===== config.mk =====
export PLATFORM = sky130hd
export DESIGN_NAME = mbd_queue
export DESIGN_NICKNAME = d
export VERILOG_FILES = /design/src/rtl/mbd_pkg.sv /design/src/rtl/mbd_queue.sv
export SDC_FILE = /design/constraint.sdc
export NUM_CORES = 1
export LEC_CHECK = 0
export BUFFER_PORTS_ARGS = -buffer_cell sky130_fd_sc_hd__clkbuf_2
export CAP_MARGIN = 20
export CORE_MARGIN = 8
export CORE_UTILIZATION = 32
export CTS_BUF_LIST = sky130_fd_sc_hd__clkbuf_4
export DETAILED_ROUTE_END_ITERATION = 16
export GPL_TIMING_DRIVEN = 1
export PLACE_DENSITY_LB_ADDON = 0.25
export SLEW_MARGIN = 0
export SYNTH_ARGS = -nofsm -noshare
export SYNTH_HDL_FRONTEND = slang
export SYNTH_SLANG_ARGS = --single-unit

===== constraint.sdc =====
create_clock -name clock -period 2.2 [get_ports clock]
set_input_delay 0.11 -clock clock [delete_from_list [all_inputs] [get_ports clock]]
set_output_delay 0.11 -clock clock [all_outputs]
set_load 0.03 [all_outputs]

===== src/rtl/mbd_pkg.sv =====
// shared types, constants and the rounding average for the mipmap box downsampler
`timescale 1ns / 1ps

package mbd_pkg;

   localparam int MAX_WIDTH_DEFAULT = 4096;
   localparam int QUEUE_DEPTH       = 4;

   localparam int WIDTH_BITS  = 13;
   localparam int HEIGHT_BITS = 16;
   localparam int CSR_DATA_W  = 16;

   localparam logic [WIDTH_BITS-1:0]  WIDTH_RESET  = 13'd4;
   localparam logic [HEIGHT_BITS-1:0] HEIGHT_RESET = 16'd2;

   localparam logic CSR_IMAGE_WIDTH  = 1'b0;
   localparam logic CSR_IMAGE_HEIGHT = 1'b1;

   typedef struct packed {
      logic [7:0] channel_0;
      logic [7:0] channel_1;
      logic [7:0] channel_2;
      logic [7:0] channel_3;
   } req_type;

   typedef struct packed {
      logic [7:0] out_channel_0;
      logic [7:0] out_channel_1;
      logic [7:0] out_channel_2;
      logic [7:0] out_channel_3;
      logic       frame_last;
   } rsp_type;

   // what the back end does with a queued pixel
   typedef enum logic [1:0] {
      OP_WRITE = 2'd0,
      OP_HOLD  = 2'd1,
      OP_EMIT  = 2'd2
   } op_type;

   typedef struct packed {
      op_type  op;
      req_type pixel;
      logic    last;
   } cmd_type;

   typedef struct packed {
      logic full;
      logic empty;
   } queue_stat_type;

   typedef struct packed {
      logic stage_valid;
      logic emit_fire;
   } back_stat_type;

   // per channel (a+b+1)>>1
   function automatic req_type avg_up(input req_type a, input req_type b);
      logic [31:0] va;
      logic [31:0] vb;
      logic [31:0] r;
      logic [8:0]  s;
      va = a;
      vb = b;
      r  = '0;
      for (int k = 0; k < 4; k++) begin
         s = {1'b0, va[8*k +: 8]} + {1'b0, vb[8*k +: 8]} + 9'd1;
         r[8*k +: 8] = s[8:1];
      end
      return req_type'(r);
   endfunction

endpackage


===== src/rtl/mbd_queue.sv =====
// short command queue between front and back end
`timescale 1ns / 1ps

module mbd_queue #(
   parameter int AW = $clog2(mbd_pkg::MAX_WIDTH_DEFAULT)
) (
   input  logic                    clock,
   input  logic                    reset,
   input  logic                    push,
   input  mbd_pkg::cmd_type        push_cmd,
   input  logic [AW-1:0]           push_slot,
   input  logic                    pop,
   output mbd_pkg::cmd_type        head_cmd,
   output logic [AW-1:0]           head_slot,
   output mbd_pkg::queue_stat_type q_stat
);

   localparam int PW = $clog2(mbd_pkg::QUEUE_DEPTH);
   localparam int CW = $clog2(mbd_pkg::QUEUE_DEPTH + 1);

   mbd_pkg::cmd_type cmd_ff  [mbd_pkg::QUEUE_DEPTH];
   logic [AW-1:0]    slot_ff [mbd_pkg::QUEUE_DEPTH];
   logic [PW-1:0]    wr_ptr_ff, wr_ptr_in;
   logic [PW-1:0]    rd_ptr_ff, rd_ptr_in;
   logic [CW-1:0]    count_ff,  count_in;

   assign q_stat.full  = (count_ff == CW'(mbd_pkg::QUEUE_DEPTH));
   assign q_stat.empty = (count_ff == '0);
   assign head_cmd     = cmd_ff[rd_ptr_ff];
   assign head_slot    = slot_ff[rd_ptr_ff];

   always_comb begin
      wr_ptr_in = wr_ptr_ff;
      rd_ptr_in = rd_ptr_ff;
      count_in  = count_ff;
      if (push) begin
         wr_ptr_in = (wr_ptr_ff == PW'(mbd_pkg::QUEUE_DEPTH - 1)) ? '0 : wr_ptr_ff + PW'(1);
      end
      if (pop) begin
         rd_ptr_in = (rd_ptr_ff == PW'(mbd_pkg::QUEUE_DEPTH - 1)) ? '0 : rd_ptr_ff + PW'(1);
      end
      if (push && !pop) begin
         count_in = count_ff + CW'(1);
      end else if (pop && !push) begin
         count_in = count_ff - CW'(1);
      end
   end

   always_ff @(posedge clock) begin
      if (reset) begin
         wr_ptr_ff <= '0;
         rd_ptr_ff <= '0;
         count_ff  <= '0;
      end else begin
         wr_ptr_ff <= wr_ptr_in;
         rd_ptr_ff <= rd_ptr_in;
         count_ff  <= count_in;
      end
   end

   always_ff @(posedge clock) begin
      if (push) begin
         cmd_ff[wr_ptr_ff]  <= push_cmd;
         slot_ff[wr_ptr_ff] <= push_slot;
      end
   end

endmodule


## After elaboration in Yosys (flattened, before gate mapping)

Memories as Yosys holds them, arrays and structs flattened. A register that Yosys moved wholly into a read port is not among the register bits.
Index checks and enable logic that the tools add are counted.

- Word-level logic and storage cells: 28
- Bits of input ports: 51
- Register bits after elaboration: 7
- RAM bits: 188
- Memories: 2
- Output and inout bits: 49

- Equality and inequality tests: 3
- Mux-type cells: 10
- Reduce and logical (&&, ||, !) cells: 6
- $add $sub $neg: 4

Memories:

| memory | depth | bits a word | read ports | clocked after memory_dff | wr ports | RTL line | source |
|---|---|---|---|---|---|---|---|
| cmd_ff | 4 | 35 | 1 | 1 | 1 | mbd_queue.sv:21 | `mbd_pkg::cmd_type cmd_ff [mbd_pkg::QUEUE_DEPTH];` |
| slot_ff | 4 | 12 | 1 | 1 | 1 | mbd_queue.sv:22 | `logic [AW-1:0] slot_ff [mbd_pkg::QUEUE_DEPTH];` |

Operators with widths:

| operator | number |
|---|---|
| $mux 2 | 6 |
| $mux 3 | 2 |
| $add 2x1->2 const B | 2 |
| $eq 2x2->1 const B | 2 |
| $add 3x1->3 const B | 1 |
| $eq 3x3->1 const B | 1 |
| $logic_not 3->1 | 1 |
| $sub 3x1->3 const B | 1 |
| $logic_and 1x1->1 | 2 |
| $logic_not 1->1 | 2 |
| $mux 1 | 2 |
| $reduce_bool 2->1 | 1 |

## Depth between registers and ports, before layout

- Word-level depth: 4
- Mapped depth: 7

## Least setup slack after synthesis

No wires, ideal clock.

- Path type: register to register
- From: register wr_ptr_ff[0]
- To: memory cmd_ff[3][0] (netlist bit), enable pin
- Setup slack: 0.116 ns
- Library setup time: 0.409 ns
- Path buffers: 0
- Required time: 1.791 ns
- Arrival time: 1.675 ns
- Clock period less this slack: 2.084 ns
- Stages on the path, launching flop included: 3
- Path through: dfxtp_1 ha_1 and2_1

RTL lines:

| element | RTL line | source |
|---|---|---|
| start, declared | mbd_queue.sv:23 | `logic [PW-1:0] wr_ptr_ff, wr_ptr_in;` |
| start signal, assigned | mbd_queue.sv:55 | `wr_ptr_ff <= wr_ptr_in;` |
| end, declared | mbd_queue.sv:21 |  |

No word-level cell before the write port.

==> flow_summary.yaml <==
status:
  result_of_the_run: "finished clean"
worst_setup_path:
  worst-r2r-setup-slack_ns: 0.63
  critical_path_arrival_ns: 1.96
  worstPathMaxFanout: 7
  required_ns: 2.09
  worstRegToRegCells: 3
  path_class: "reg2out"
  rr_endpoint: "cmd_ff[3][2]$_DFFE_PP_"
  origin_of_the_critical_flop_to_flop_path: "wr_ptr_ff[0]$_SDFFE_PP0P_"
  timing.critical_path.from_type: "flip-flop"
  critPathCaptureType: "output port"
power_and_ir_drop:
  leakage_nw: 3.15
  power.density_mw_per_mm2: 773
  worst_ir_drop_vdd_v: 0.000301
synthesis:
  synthFlopType: "sky130_fd_sc_hd__edfxtp_1"
  ys_async_sr_fraction: 0
  synth_cells: 289
  synthesis.area_sq_mm: 0.00725
  edff_count_synth: 188
  synth-warning-count: 0
  synthesis.nets: 347
  synth-seq-cells: 197
  post_synth_num_cell_types: 20
  synth_seq_area_share: 0.804
  post_synth.cell_area_avg_sq_um: 25.1
clock_tree:
  htree_levels: 4
  cts_sinks: 197
  insertion_delay_ns: 0.55
  tritoncts_clock_tree: "yes"
  cts_root_buffer: "sky130_fd_sc_hd__clkbuf_4"
  path_clk_slew_ns: 0.16
  cts_buffer_count: 17
  max-clock-path-buffers: 2
place:
  place_area_sq_mm: 0.00814
  placed_cells_incl_taps: 674
  routabilityCongestion: 0.659
  place.port_buffers: 99
  post-dp-hpwl_mm: 8.34
sta:
  hold_slack_ns: 0.296
  final.period_utilization: 0.940
  worstMarginPinSlew_ns: 0.483
  final_period_demand_of_the_worst_path_ns: 2.07
  report.final.hold_viol_count: 0
  grt_setup_unrepaired: "true"
  aggregate_negative_setup_slack_ns: 0
  setup_viol_count_final: 0
  max-slew-margin-rel: 0.678
  finClkSkew_ns: 0.0159
  maxClockFrequency_ghz: 0.484
  slew_violations: 0
cells_and_area:
  final_area_sq_mm: 0.00923
  n_antenna_cell: 0
  layout-drive-gt1-share: 0.422
  finalCoreUtilization: 0.412
  finish.cell_count_without_fillers: 764
  layout_net_count: 524
  area_growth_pct: 27.4
grt:
  grt_overflow_total: 0
  first_global_vias: 3855
  largest_net_degree_at_the_start_of_global_routing: 48
  antenna_found_initial: 0
  grt.total_usage: 0.103
  first_pass_grt_wire_length_mm: 21.6
route:
  route.detailed.drc: 0
  dr.first_iter.drc_count: 164
  route.detailed.wl_per_inst_um: 19.1
  detail-route-antenna-nets: 0
  detailroute.via_count: 3477
  drt_pass1_iterations: 4
  avg_vias_per_cell: 4.55
  totalWireLength_mm: 14.6
floorplanning:
  initial_core_util: 0.323
  std_cell_rows: 55
  dieHeight_um: 166
  die_w_um: 166
  ioPinCount: 100
  placeableCoreArea_sq_mm: 0.0224
  floorplan.die_area_sq_mm: 0.0277
worst_hold_path:
  min_delay_path_depth: 2
  worst_hold_path.endpoint: "cmd_ff[2][27]$_DFFE_PP_"
  worst_hold_class: "in2reg"
  min-delay-start: "push_cmd[27]"
run:
  maxCapViolCount: 0
[cells in the final DEF (no fill, tap or decap), types with 2 or more instances in the layout]
cell                            netlist  final
sky130_fd_sc_hd__clkinv_2             0      4
sky130_fd_sc_hd__buf_6                1     25
sky130_fd_sc_hd__nor3b_1              2      2
sky130_fd_sc_hd__mux2i_1              4      4
sky130_fd_sc_hd__buf_2                4     10
sky130_fd_sc_hd__nor2_1               7      7
sky130_fd_sc_hd__and2_2               0      4
sky130_fd_sc_hd__edfxtp_1           188    188
sky130_fd_sc_hd__dfxtp_1              9      7
sky130_fd_sc_hd__inv_1                4      4
sky130_fd_sc_hd__buf_12               3      3
sky130_fd_sc_hd__clkinvlp_4           0      2
sky130_fd_sc_hd__mux4_2              47     47
sky130_fd_sc_hd__clkinv_4             0      3
sky130_fd_sc_hd__clkbuf_2             0     59
sky130_fd_sc_hd__dlygate4sd3_1        0     50
sky130_fd_sc_hd__inv_6                0      3
sky130_fd_sc_hd__clkbuf_4             0     20
sky130_fd_sc_hd__buf_16               0      2
sky130_fd_sc_hd__clkbuf_16            0      4
sky130_fd_sc_hd__xor2_1               2      2
sky130_fd_sc_hd__buf_4                1      9
sky130_fd_sc_hd__ha_1                 6      6
sky130_fd_sc_hd__buf_8                0      4
sky130_fd_sc_hd__a21oi_1              2      2
[power by group]
part	switching [mW]	total (mW)	internal [mW]
Sequential	0.0460	4.33	4.28
Clock	1.18	1.65	0.471
Combinational	0.634	1.16	0.521
[critical path: stages, from the launching register on]
cell and delay, ns:
sky130_fd_sc_hd__dfxtp_4 0.39, sky130_fd_sc_hd__buf_12 0.15, sky130_fd_sc_hd__clkbuf_16 0.18, sky130_fd_sc_hd__mux4_2 0.51
sky130_fd_sc_hd__buf_6 0.16
[synthesized netlist by cell type, types with 2 or more instances]
| cell type | n | area share |
|---|---|---|
| sky130_fd_sc_hd__buf_2 | 4 | 0.0028 |
| sky130_fd_sc_hd__ha_1 | 6 | 0.010 |
| sky130_fd_sc_hd__mux4_2 | 47 | 0.15 |
| sky130_fd_sc_hd__inv_1 | 4 | 0.0021 |
| sky130_fd_sc_hd__nor2_1 | 7 | 0.0036 |
| sky130_fd_sc_hd__dfxtp_1 | 9 | 0.025 |
| sky130_fd_sc_hd__mux2i_1 | 4 | 0.0055 |
| sky130_fd_sc_hd__and2_1 | 4 | 0.0035 |
| sky130_fd_sc_hd__buf_12 | 3 | 0.0083 |
| sky130_fd_sc_hd__nor3b_1 | 2 | 0.0021 |
| sky130_fd_sc_hd__a21oi_1 | 2 | 0.0014 |
| sky130_fd_sc_hd__xor2_1 | 2 | 0.0024 |
| sky130_fd_sc_hd__edfxtp_1 | 188 | 0.78 |
[worst max-delay path by stage]
stage                                    from                  endpoint  slack [ns]  cells after the start
finish                              flip-flop              head_cmd[28]        0.13                      4
global route                        flip-flop              head_cmd[31]      0.0005                      4
CTS                                 flip-flop               head_cmd[2]       -0.01                      3
detailed placement                       push  count_ff[2]$_SDFFE_PP0P_        0.57                      7
global placement                         push  count_ff[2]$_SDFFE_PP0P_        0.64                      7
floorplan           wr_ptr_ff[0]$_SDFFE_PP0P_    cmd_ff[3][0]$_DFFE_PP_        0.12                      2
[cells by family after synthesis]
group           share of synthesized area
flops                               0.804
mux                                 0.152
simple gates                       0.0107
buf+inv                            0.0162
fa+ha+maj                          0.0131
compound gates                    0.00207
xor+xnor                          0.00242
[state kept, by name, summed over array words and instances (netlist names), named ones only]
signal / count
slot_ff: 48
count_ff: 3
cmd_ff: 140
rd_ptr_ff: 2
wr_ptr_ff: 2
[metrics by stage]
| stage | setup WS, ns | power, mW |
|---|---|---|
| 6_report | 0.132 | 7.14 |
| 3_5_place_dp | 0.569 | 5.37 |
| 3_3_place_gp | 0.644 | 5.35 |
| 2_1_floorplan | 0.116 | 5.04 |
| 5_1_grt | 0.000485 | 7.46 |
| 4_1_cts | -0.0115 | 7.13 |
[timing repair]
item / CTS / global route
hold buffers: 50 / 0
gates cloned: 0 / 6
setup endpoints to repair: 5 / 46
hold endpoints to repair: 197 / 0
gates resized for setup: 6 / 120
pin swaps: 0 / 0
setup buffers: 0 / 2
[cell type report]
cell class,count,area (sq um)
flip-flops and latches,197,5830
clock inverters,14,103
fillers,2027,13200
inverters,4,15.0
clock buffers,18,135
multi-input cells,78,1310
well taps,285,357
repair buffers,168,1490
[routing by layer]
| metal | share of wire | track usage | up-vias |
|---|---|---|---|
| li1 | - | - | 1575 |
| met1 | 0.45 | 0.126 | 1812 |
| met2 | 0.49 | 0.170 | 79 |
| met3 | 0.044 | 0.0369 | 11 |
| met4 | 0.012 | 0.0329 | 0 |
| met5 | 0 | 0 | - |
Power figures use the tool's default switching activity.
