--- src/rtl/mbd_pkg.sv ---
// shared types, constants and the rounding average for the mipmap box downsampler
`timescale 1ns / 1ps

package mbd_pkg;

   localparam int MAX_WIDTH_DEFAULT = 4096;
   localparam int QUEUE_DEPTH       = 4;

   localparam int WIDTH_BITS  = 13;
   localparam int HEIGHT_BITS = 16;
   localparam int CSR_DATA_W  = 16;

   localparam logic [WIDTH_BITS-1:0]  WIDTH_RESET  = 13'd4;
   localparam logic [HEIGHT_BITS-1:0] HEIGHT_RESET = 16'd2;

   localparam logic CSR_IMAGE_WIDTH  = 1'b0;
   localparam logic CSR_IMAGE_HEIGHT = 1'b1;

   typedef struct packed {
      logic [7:0] channel_0;
      logic [7:0] channel_1;
      logic [7:0] channel_2;
      logic [7:0] channel_3;
   } req_type;

   typedef struct packed {
      logic [7:0] out_channel_0;
      logic [7:0] out_channel_1;
      logic [7:0] out_channel_2;
      logic [7:0] out_channel_3;
      logic       frame_last;
   } rsp_type;

   // what the back end does with a queued pixel
   typedef enum logic [1:0] {
      OP_WRITE = 2'd0,
      OP_HOLD  = 2'd1,
      OP_EMIT  = 2'd2
   } op_type;

   typedef struct packed {
      op_type  op;
      req_type pixel;
      logic    last;
   } cmd_type;

   typedef struct packed {
      logic full;
      logic empty;
   } queue_stat_type;

   typedef struct packed {
      logic stage_valid;
      logic emit_fire;
   } back_stat_type;

   // per channel (a+b+1)>>1
   function automatic req_type avg_up(input req_type a, input req_type b);
      logic [31:0] va;
      logic [31:0] vb;
      logic [31:0] r;
      logic [8:0]  s;
      va = a;
      vb = b;
      r  = '0;
      for (int k = 0; k < 4; k++) begin
         s = {1'b0, va[8*k +: 8]} + {1'b0, vb[8*k +: 8]} + 9'd1;
         r[8*k +: 8] = s[8:1];
      end
      return req_type'(r);
   endfunction

endpackage

--- src/rtl/mbd_front.sv ---
// front end: size registers, raster counters and pixel classification
`timescale 1ns / 1ps

module mbd_front #(
   parameter int MAX_WIDTH = mbd_pkg::MAX_WIDTH_DEFAULT,
   parameter int AW        = $clog2(MAX_WIDTH)
) (
   input  logic                          clock,
   input  logic                          reset,
   input  logic                          csr_wr_en,
   input  logic                          csr_index,
   input  logic [mbd_pkg::CSR_DATA_W-1:0] csr_wdata,
   input  logic                          req_valid,
   output logic                          req_stall,
   input  mbd_pkg::req_type              req_data,
   input  mbd_pkg::queue_stat_type       q_stat,
   output logic                          push,
   output mbd_pkg::cmd_type              push_cmd,
   output logic [AW-1:0]                 push_slot
);

   localparam int WW = ($clog2(MAX_WIDTH + 1) > mbd_pkg::WIDTH_BITS) ?
                       $clog2(MAX_WIDTH + 1) : mbd_pkg::WIDTH_BITS;

   logic [mbd_pkg::WIDTH_BITS-1:0]  width_ff,  width_in;
   logic [mbd_pkg::HEIGHT_BITS-1:0] height_ff, height_in;
   logic [mbd_pkg::WIDTH_BITS-1:0]  col_ff,    col_in;
   logic [mbd_pkg::HEIGHT_BITS-1:0] row_ff,    row_in;

   logic                            accept;
   logic [WW-1:0]                   w_eff;
   logic [WW-1:0]                   used_w;
   logic [mbd_pkg::HEIGHT_BITS-1:0] used_h;
   logic                            in_frame;
   logic [mbd_pkg::WIDTH_BITS:0]    col_next;
   logic [mbd_pkg::HEIGHT_BITS:0]   row_next;

   assign req_stall = q_stat.full;
   assign accept    = req_valid && !req_stall;

   // widths above the line store are clipped, odd edges dropped
   assign w_eff  = (WW'(width_ff) > WW'(MAX_WIDTH)) ? WW'(MAX_WIDTH) : WW'(width_ff);
   assign used_w = w_eff & ~WW'(1);
   assign used_h = height_ff & ~mbd_pkg::HEIGHT_BITS'(1);

   assign in_frame = (WW'(col_ff) < used_w) && (row_ff < used_h);

   always_comb begin
      push_cmd.pixel = req_data;
      push_cmd.last  = (row_ff == used_h - mbd_pkg::HEIGHT_BITS'(1)) &&
                       (WW'(col_ff) == used_w - WW'(1));
      if (!row_ff[0]) begin
         push_cmd.op = mbd_pkg::OP_WRITE;
      end else if (!col_ff[0]) begin
         push_cmd.op = mbd_pkg::OP_HOLD;
      end else begin
         push_cmd.op = mbd_pkg::OP_EMIT;
      end
   end

   assign push_slot = AW'(col_ff);
   assign push      = accept && in_frame;

   assign col_next = {1'b0, col_ff} + (mbd_pkg::WIDTH_BITS + 1)'(1);
   assign row_next = {1'b0, row_ff} + (mbd_pkg::HEIGHT_BITS + 1)'(1);

   always_comb begin
      width_in  = width_ff;
      height_in = height_ff;
      col_in    = col_ff;
      row_in    = row_ff;
      if (csr_wr_en) begin
         unique case (csr_index)
            mbd_pkg::CSR_IMAGE_WIDTH:  width_in  = csr_wdata[mbd_pkg::WIDTH_BITS-1:0];
            mbd_pkg::CSR_IMAGE_HEIGHT: height_in = csr_wdata[mbd_pkg::HEIGHT_BITS-1:0];
            default:                   width_in  = width_ff;
         endcase
         col_in = '0;
         row_in = '0;
      end else if (accept) begin
         if (col_next >= {1'b0, width_ff}) begin
            col_in = '0;
            if (row_next >= {1'b0, height_ff}) begin
               row_in = '0;
            end else begin
               row_in = row_next[mbd_pkg::HEIGHT_BITS-1:0];
            end
         end else begin
            col_in = col_next[mbd_pkg::WIDTH_BITS-1:0];
         end
      end
   end

   always_ff @(posedge clock) begin
      if (reset) begin
         width_ff  <= mbd_pkg::WIDTH_RESET;
         height_ff <= mbd_pkg::HEIGHT_RESET;
         col_ff    <= '0;
         row_ff    <= '0;
      end else begin
         width_ff  <= width_in;
         height_ff <= height_in;
         col_ff    <= col_in;
         row_ff    <= row_in;
      end
   end

endmodule

--- config.mk ---
export PLATFORM = sky130hd
export DESIGN_NAME = mbd_front
export DESIGN_NICKNAME = d
export VERILOG_FILES = /design/src/rtl/mbd_pkg.sv /design/src/rtl/mbd_front.sv
export SDC_FILE = /design/constraint.sdc
export NUM_CORES = 1
export LEC_CHECK = 0
export CAP_MARGIN = 20
export CELL_PAD_IN_SITES_DETAIL_PLACEMENT = 1
export CELL_PAD_IN_SITES_GLOBAL_PLACEMENT = 1
export CORE_MARGIN = 3
export CORE_UTILIZATION = 51
export CTS_CLUSTER_SIZE = 28
export DETAILED_ROUTE_END_ITERATION = 6
export DONT_BUFFER_PORTS = 1
export PLACE_DENSITY = 0.94
export SYNTH_ARGS = -nofsm -noshare
export SYNTH_HDL_FRONTEND = slang
export SYNTH_SLANG_ARGS = --single-unit
--- constraint.sdc ---
create_clock -name clock -period 10.9 [get_ports clock]
set_clock_uncertainty 0.1 [all_clocks]
set_input_delay 0 -clock clock [delete_from_list [all_inputs] [get_ports clock]]
set_output_delay 0 -clock clock [all_outputs]
set_load 0.005 [all_outputs]
# ---- Word-level counts from Yosys, hierarchy flattened
# Cells that the tools add are included.
dict set report word_totals {
  elab_cells 30
  mem_bits_rw 0
  out_inout_bits 49
  register_bits 58
  mem_bits_ro 0
  latch_bits 0
  n_memories 0
}
dict set report op_classes {
  n_bitwise 1
  eq_ne 2
  muxes 5
  add_sub_neg 4
  n_reduce_logical 9
  magnitude_cmp 5
  div_mod_pow 0
  mul 0
  shifts 0
}
# cell count
set op_table {}
lappend op_table {{13-bit 2-to-1 mux} 2}
lappend op_table {{16-bit by 1-bit adder with 17-bit output, second input constant} 1}
lappend op_table {{17-bit by 16-bit greater-or-equal comparator with 1-bit output} 1}
lappend op_table {{16-bit equality test} 1}
lappend op_table {{16-bit less-than comparator} 1}
lappend op_table {{16-bit 2-to-1 mux} 1}
lappend op_table {{16-bit by 1-bit subtractor with 16-bit output, second input constant} 1}
lappend op_table {{13-bit by 1-bit adder with 14-bit output, second input constant} 1}
lappend op_table {{14-bit by 13-bit greater-or-equal comparator with 1-bit output} 1}
lappend op_table {{13-bit equality test} 1}
lappend op_table {{13-bit > comparator, second input constant} 1}
lappend op_table {{13-bit less-than comparator} 1}
lappend op_table {{13-bit by 1-bit subtractor with 13-bit output, second input constant} 1}
lappend op_table {{2-bit AND reduction} 3}
lappend op_table {{1-bit logical AND} 4}
lappend op_table {{2-bit 2-to-1 mux} 2}
lappend op_table {{2-bit OR reduction} 1}
lappend op_table {{1-bit logical NOT} 1}
lappend op_table {{1-bit NOT} 1}

# ---- Logic depth before layout (Yosys ltp)
# Gate-level depths: netlist (run 1).
dict set report logic_depth {
  ltp_word 5
  ltp_mapped 17
  depth_no_buf 14
}

# ---- Worst setup path after synthesis (run 1)
# No wires, ideal clock.
dict set report synth_timing {
  path_kind {register to register}
  startpoint {reg row_ff[4] in the netlist's numbering}
  endpoint {reg row_ff[10] in the netlist's numbering}
  arrival_time_ns 3.227
  path_buffers 3
  setup_slack_ns 7.443
  stages_incl_launch_ff 17
  required_ns 10.670
  setup_time_ns 0.130
  cell_sequence {dfxtp_1 clkbuf_1 nand3_1 nor3_1 and3_1 buf_2 nand3_1 xnor2_1 ha_1 nand3_1 nor4_1 o31a_1 o221a_2 nor2_1 clkbuf_1 a32oi_1 o41ai_1}
}
dict set report synth_between {
  elab_chain_cells 3
}
# item line
set synth_lines {}
lappend synth_lines {{from (decl)} mbd_front.sv:28} ;# logic [mbd_pkg::HEIGHT_BITS-1:0] row_ff, row_in;
lappend synth_lines {{from (signal assigned)} mbd_front.sv:104} ;# row_ff <= row_in;
lappend synth_lines {{16-bit by 1-bit adder with 17-bit output *} mbd_front.sv:65} ;# assign row_next = {1'b0, row_ff} + (mbd_pkg::HEIGHT_BITS + 1)'(1);
lappend synth_lines {{17-bit by 16-bit greater-or-equal comparator with 1-bit output} mbd_front.sv:83} ;# if (row_next >= {1'b0, height_ff}) begin
lappend synth_lines {{16-bit 2-to-1 mux *} mbd_front.sv:83}
# Mark *: on every way between the ends. The rest lies on a longest branch, timed or not.
# A chain may end at the register's enable or synchronous reset.

# ---- Worst setup path in the final report (run 1)
dict set report layout_timing {
  startpoint {reg col_ff[0] in the netlist's numbering}
  endpoint {reg col_ff[11] in the netlist's numbering}
}
dict set report layout_between {
  elab_chain_cells 3
}
# item line
set layout_lines {}
lappend layout_lines {{from (decl)} mbd_front.sv:27} ;# logic [mbd_pkg::WIDTH_BITS-1:0] col_ff, col_in;
lappend layout_lines {{from (signal assigned)} mbd_front.sv:103} ;# col_ff <= col_in;
lappend layout_lines {{13-bit by 1-bit adder with 14-bit output *} mbd_front.sv:64} ;# assign col_next = {1'b0, col_ff} + (mbd_pkg::WIDTH_BITS + 1)'(1);
lappend layout_lines {{14-bit by 13-bit greater-or-equal comparator with 1-bit output} mbd_front.sv:81} ;# if (col_next >= {1'b0, width_ff}) begin
lappend layout_lines {{13-bit 2-to-1 mux *} mbd_front.sv:81}
# Marked as above.

==> impl_metrics.tcl, run 1 <==
set metrics [dict create \
    grt_use_total_pct 32.1 \
    setup_ws_ps 6180 \
    placementRows 37 \
    r2r_setup_slack_ps 6180 \
    max_freq_mhz 212 \
    reg2reg_to "col_ff[11]$_SDFFE_PP0P_" \
    synth_seq_area_share_pct 20.6 \
    cellLeakagePower_uw 0.00243 \
    place.gp.congestion 0.880 \
    multi_input_area_um2 3760 \
    syn_inst 754 \
    ys.flop_type "dfxtp_1" \
    port-buffer-count 0 \
    tns_ps 0 \
    overflow 0 \
    synth_commonest_cells "115 x nand2_1, 68 x a21oi_1, 60 x ha_1" \
    setup_viol 0 \
    crit_fanout 14 \
    synth_warnings 0 \
    dieWidth_um 111 \
    critical_path_required_ps 11090 \
    hpwlAfterDp_um 13200 \
    synth_top_cell_by_area "dfxtp_1" \
    grt_antenna_before_repair 0 \
    root_buffer "clkbuf_8" \
    rsz0062_at_grt "false" \
    grt_pass1_vias 6141 \
    r2r_cells 13 \
    synth_edf_count 0 \
    cts_buffer_depth 2 \
    min_period_over_period_pct 43.3 \
    max_slew.worst_pin.slew_ps 1110 \
    syn_area_um2 5630 \
    clock_sinks 58 \
    synthArstFlopShare_pct 0 \
    design.core.area_um2 10500 \
    ant_nets 0 \
    hp-start "csr_wr_en" \
    yosysMostFrequentCell "nand2_1" \
    ys_types 66 \
    drive_above_1_share_pct 4.75 \
    pre_cts_ws_ps 6330 \
    start_util_pct 53.6 \
    totalWireLength_um 20200 \
    post_cts_buffers 0 \
    min_period_ps 4720 \
    power_density_nw_per_um2 99.3 \
    ys_seq_elements 58 \
    hp-class "in2reg" \
    cts_tree "built" \
    wl_per_cell_um 23.2 \
    grt_max_degree 31 \
    r2r-start "col_ff[0]$_SDFFE_PP0P_" \
    clkTransAtPathRegs_ps 80 \
    drtIter0Drc 435 \
    synthToLayoutAreaGrowth_pct 8.22 \
    syn_area_per_cell_um2 7.47 \
    die-area_um2 12300 \
    status "complete, no violations" \
    critical_path_arrival_ps 4910 \
    drt-vias-per-instance 6.66 \
    utilization_pct 58.0 \
    insertion_delay_ps 380 \
    maxSlewViolCount 0 \
    drcViolationCount 0 \
    regArea_um2 1160 \
    ys_top_cells_by_area "dfxtp_1 21%, ha_1 13%, nand2_1 7.7%" \
    vias 5810 \
    numCtsBuffers 9 \
    pin_count 104 \
    maxCapViolCount 0 \
    finalHoldViolCount 0 \
    timing_worst_setup_path_type "reg2reg" \
    antenna_cells 0 \
    hold-worst-slack_ps 58.4 \
    endpoint_kind "flip-flop" \
    grt_pass1_wl_um 32100 \
    hold_depth 3 \
    max_slew_margin_pct 26.0 \
    htreeDepth 3 \
    fillers 1242 \
    ir_drop_mv 0.0785 \
    synth_top_cell_area_share_pct 20.6 \
    synth.net_count 869 \
    hold_end "width_ff[9]$_SDFFE_PP0P_" \
    die_y_um 111 \
    firstDrtPassIters 5 \
    fin_nets 848 \
    startpoint_type "flip-flop" \
]
## worst max path at each step
| stage | depth (start not counted) | slack (ps) | startpoint | to |
|---|---|---|---|---|
| 2_1_floorplan | 16 | 7440 | row_ff[4]$_SDFFE_PP0P_ | row_ff[10]$_SDFFE_PP0P_ |
| 3_3_place_gp | 13 | 6640 | col_ff[0]$_SDFFE_PP0P_ | row_ff[1]$_SDFFE_PP0P_ |
| 3_5_place_dp | 13 | 6330 | col_ff[0]$_SDFFE_PP0P_ | col_ff[11]$_SDFFE_PP0P_ |
| 4_1_cts | 13 | 6310 | col_ff[0]$_SDFFE_PP0P_ | col_ff[11]$_SDFFE_PP0P_ |
| 5_1_grt | 13 | 5900 | col_ff[0]$_SDFFE_PP0P_ | col_ff[11]$_SDFFE_PP0P_ |
| 6_report | 13 | 6180 | col_ff[0]$_SDFFE_PP0P_ | col_ff[11]$_SDFFE_PP0P_ |
## worst max-delay path, stage by stage (launching register included)
cell and delay [ps]:
dfxtp_1 520, ha_1 310, nand3_1 240, nor3_1 560, and3_1 340, and3_1 260, xor2_1 210, ha_1 290
a21oi_1 150, o21ai_0 170, a221o_2 490, nor2_1 670, nand3b_1 170, a21oi_1 190
## state kept, by name (all words and copies together) (netlist names)
signal	flops
height_ff	16
row_ff	16
width_ff	13
col_ff	13
## layout make-up
cell class / instances / area share, %
inverters: 36 / 2.22
flip-flops and latches: 58 / 19.1
multi-input cells: 566 / 61.8
repair buffers: 62 / 10.2
clock buffers: 10 / 2.26
well taps: 136 / 2.79
clock inverters: 5 / 1.68
## where the power goes
part	internal [uW]	leakage (uW)	switching, uW
Combinational	46.2	0.00184	66.4
Clock	157	0.000118	107
Sequential	217	0.000471	11.9
## cell families after synthesis
kind of cell    after synthesis  share of synthesized area (%)
fa+ha+maj                    60                           13.3
xor+xnor                     48                           7.47
flops                        58                           20.6
compound gates              165                           18.4
mux                           5                          0.889
simple gates                288                           26.7
buf+inv                     130                           12.5
## layer usage
metal | wire [um] | up-vias | part of all wire (%) | GRT usage (%)
li1 | - | 2557 | - | -
met1 | 7880 | 2846 | 39 | 37.0
met2 | 9990 | 330 | 49 | 56.7
met3 | 1580 | 77 | 7.8 | 7.15
met4 | 794 | 0 | 3.9 | 13.9
met5 | 0 | - | 0 | 0
## what timing repair did
item                      4_1_cts  5_1_grt
hold buffers                   60        0
resized for setup               0        0
hold endpoints to repair       65        0
## metrics by stage
stage / cells / area (um^2) / power, uW
after detailed placement: 797 / 5240 / 316
after CTS: 872 / 6080 / 593
final: 873 / 6090 / 605
after global routing: 873 / 6090 / 620
after global placement: 797 / 5240 / 308
after floorplan: 754 / 5630 / 304
## cells in the final DEF, fill, tap and decap left out, types with 12 or more instances in the layout
master         count
nor2_1            38
a21oi_1           68
nand3_1           27
nor2b_1           15
and3_1            12
nand3b_1          19
o21ai_0           27
xor2_1            21
dlygate4sd3_1     60
inv_1             35
dfxtp_1           58
nand2_1          115
nand4_1           12
ha_1              60
nor3_1            15
xnor2_1           27
Power figures use the tool's default switching activity.
==> run 2: changes to the inputs <==
--- a/config.mk
+++ b/config.mk
@@ -5,15 +5,16 @@
 export SDC_FILE = /design/constraint.sdc
 export NUM_CORES = 1
 export LEC_CHECK = 0
+export ABC_AREA = 1
 export CAP_MARGIN = 20
 export CELL_PAD_IN_SITES_DETAIL_PLACEMENT = 1
 export CELL_PAD_IN_SITES_GLOBAL_PLACEMENT = 1
 export CORE_MARGIN = 3
-export CORE_UTILIZATION = 51
+export CORE_UTILIZATION = 41
 export CTS_CLUSTER_SIZE = 28
 export DETAILED_ROUTE_END_ITERATION = 6
 export DONT_BUFFER_PORTS = 1
-export PLACE_DENSITY = 0.94
+export PLACE_DENSITY = 0.84
 export SYNTH_ARGS = -nofsm -noshare
 export SYNTH_HDL_FRONTEND = slang
 export SYNTH_SLANG_ARGS = --single-unit
==> constraint.sdc (replaced) <==
create_clock -name clock -period 4.2 [get_ports clock]
set_clock_uncertainty 0.1 [all_clocks]
set_input_delay 0 -clock clock [delete_from_list [all_inputs] [get_ports clock]]
set_output_delay 0 -clock clock [all_outputs]
set_load 0.005 [all_outputs]
==> impl_metrics.tcl, run 2 <==
set metrics [dict create \
    design.core.area_um2 13300 \
    cts_buffer_depth 2 \
    fin_nets 990 \
    stdcell_area_um2 6260 \
    status "complete, no violations" \
    grt_use_total_pct 23.1 \
    drive_above_1_share_pct 4.77 \
    ys.flop_type "dfxtp_1" \
    synth_commonest_cells "208 x nand2_1, 131 x inv_1, 84 x nor2_1" \
    min_period_ps 3460 \
    ys_seq_elements 58 \
    syn_area_per_cell_um2 6.46 \
    firstDrtPassIters 4 \
    crit_buf_inv 1 \
    numCtsBuffers 9 \
    startpoint_type "flip-flop" \
    multi_input_area_um2 3520 \
    synth_edf_count 0 \
    synth.net_count 987 \
    cellLeakagePower_uw 0.00316 \
    grt_pass1_vias 5597 \
    drt-vias-per-instance 5.20 \
    syn_area_um2 5640 \
    grt_max_degree 31 \
    r2r_cells 17 \
    max_freq_mhz 289 \
    hold_end "row_ff[13]$_SDFFE_PP0P_" \
    placed_cell_area_um2 5430 \
    drcViolationCount 0 \
    yosysMostFrequentCell "nand2_1" \
    grt_pass1_wl_um 27500 \
    clock_sinks 58 \
    cts_tree "built" \
    maxCapViolCount 0 \
    min_period_over_period_pct 82.4 \
    layout_common_cells "208 x nand2_1, 131 x inv_1, 84 x nor2_1, 60 x a21oi_1, 60 x ha_1" \
    hp-class "in2reg" \
    ys_types 37 \
    hpwlAfterDp_um 12700 \
    wl_per_cell_um 16.2 \
    finalHoldViolCount 0 \
    setup_ws_ps 737 \
    fillers 1768 \
    cp_cell_sequence "ha_1, nand2_1, nor2_1, nand3_1, nor3_1, nand3_1, nor2_1, nand2_1, xor2_1, ha_1, inv_1, o211ai_1, a21oi_2, nand3_4, nor2_4, nand2_1, a21oi_1" \
    regArea_um2 1160 \
    pre_cts_ws_ps 775 \
    crit_cells 17 \
    insertion_delay_ps 340 \
    rsz0062_at_grt "false" \
    dpl.cell_count 986 \
    cpMostUsedCell "nand2_1" \
    hp-start "req_valid" \
    placementRows 42 \
    r2r_setup_slack_ps 740 \
    vias 5486 \
    max_slew_margin_pct 38.2 \
    root_buffer "clkbuf_16" \
    cts_hold_buffers 54 \
    htreeDepth 3 \
    ant_nets 0 \
    ir_drop_mv 0.200 \
    top_regs "height_ff (16), row_ff (16)" \
    synthArstFlopShare_pct 0 \
    endpoint_kind "flip-flop" \
    clkTransAtPathRegs_ps 60 \
    place.gp.congestion 0.853 \
    r2r-start "col_ff[1]$_SDFFE_PP0P_" \
    ys_top_cells_by_area "dfxtp_1 21%, nand2_1 14%, ha_1 13%" \
    post_cts_buffers 0 \
    start_util_pct 42.2 \
    synthToLayoutAreaGrowth_pct 11.1 \
    antenna_cells 0 \
    syn_inst 872 \
    die_y_um 123 \
    power_density_nw_per_um2 269 \
    overflow 0 \
    timing_worst_setup_path_type "reg2reg" \
    synth_warnings 0 \
    finalPower_uw 1680 \
    die-area_um2 15200 \
    critical_path_arrival_ps 3630 \
    critical_path_required_ps 4370 \
    setup_viol 0 \
    reg2reg_to "col_ff[5]$_SDFFE_PP0P_" \
    totalWireLength_um 17100 \
    tns_ps 0 \
    hold_depth 6 \
    postCtsResizedCells 0 \
    cpPeakStageDelay_ps 440 \
    dieWidth_um 123 \
    pin_count 104 \
    maxSlewViolCount 0 \
    grt_antenna_before_repair 0 \
    crit_slowest_cell "dfxtp_1" \
    final_common_cell "nand2_1" \
    synth_top_cell_by_area "dfxtp_1" \
    crit_fanout 12 \
    fin_cells 1056 \
    synth_seq_area_share_pct 20.6 \
    drtIter0Drc 267 \
    synth_top_cell_area_share_pct 20.6 \
    max_slew.worst_pin.slew_ps 925 \
    path_delay_family "simple AND/OR/NAND/NOR gates" \
    port-buffer-count 0 \
]
==> run 2: cell types whose count changed after synthesis, moves of 17 or more <==
cell,previous run,this run
inv_1,35,131
nand2_1,115,208
nor2_1,38,84
nand3b_1,19,0
xor2_1,21,40
xnor2_1,27,9
clkbuf_1,26,9
==> run 2: area by class of cell <==
type / count / area share, %
Multi-Input combinational cell: 617 / 56.3
Sequential cell: 58 / 18.5
Timing Repair Buffer: 56 / 8.87
Inverter: 133 / 8.05
Clock buffer: 14 / 4.21
Tap cell: 176 / 3.52
Clock inverter: 2 / 0.559
==> run 2: cell families (layout without fill, tap and decap cells) <==
family | Yosys count | in the layout | share of synthesized area [%]
AOI/OAI and AO/OA | 110 | 110 | 10.4
and+or+nand+nor | 398 | 398 | 31.2
xor gates and xnor gates | 49 | 49 | 7.61
buffers and inverters | 197 | 205 | 16.9
adders and majority gates | 60 | 60 | 13.3
DFF | 58 | 58 | 20.6
==> run 2: worst max path at each step <==
| stage | start | end | slack, ps |
|---|---|---|---|
| 2_1_floorplan | col_ff[0]$_SDFFE_PP0P_ | row_ff[0]$_SDFFE_PP0P_ | 1240 |
| 3_3_place_gp | col_ff[1]$_SDFFE_PP0P_ | row_ff[8]$_SDFFE_PP0P_ | 790 |
| 3_5_place_dp | col_ff[1]$_SDFFE_PP0P_ | row_ff[6]$_SDFFE_PP0P_ | 770 |
| 4_1_cts | col_ff[1]$_SDFFE_PP0P_ | row_ff[9]$_SDFFE_PP0P_ | 730 |
| 5_1_grt | col_ff[1]$_SDFFE_PP0P_ | col_ff[2]$_SDFFE_PP0P_ | 440 |
| 6_report | col_ff[1]$_SDFFE_PP0P_ | col_ff[5]$_SDFFE_PP0P_ | 740 |
==> run 2: worst min-delay path, delay by kind of cell <==
family,cells,cell delay (ps)
buffers and inverters,1,30
and+or+nand+nor,5,420
==> run 2: metrics by stage <==
stage               hold slack (ps)  utilization, %
global route                   98.6            46.9
CTS                            42.1            46.9
finish                         58.7            46.9
global placement               -100            40.6
floorplan                     -19.2               -
detailed placement             -100            40.6
==> run 2: where the power goes <==
group          total [uW]  switching, uW  internal (uW)
clock network         762            271            491
registers             591           19.9            571
logic                 332            205            126
total                1680            496           1190
==> run 2: metal layers <==
metal  track usage (%)  share of wire, %
met3              3.25               3.5
met1              27.3                44
met4              9.90               2.8
met2              41.6                50
met5                 0                 0
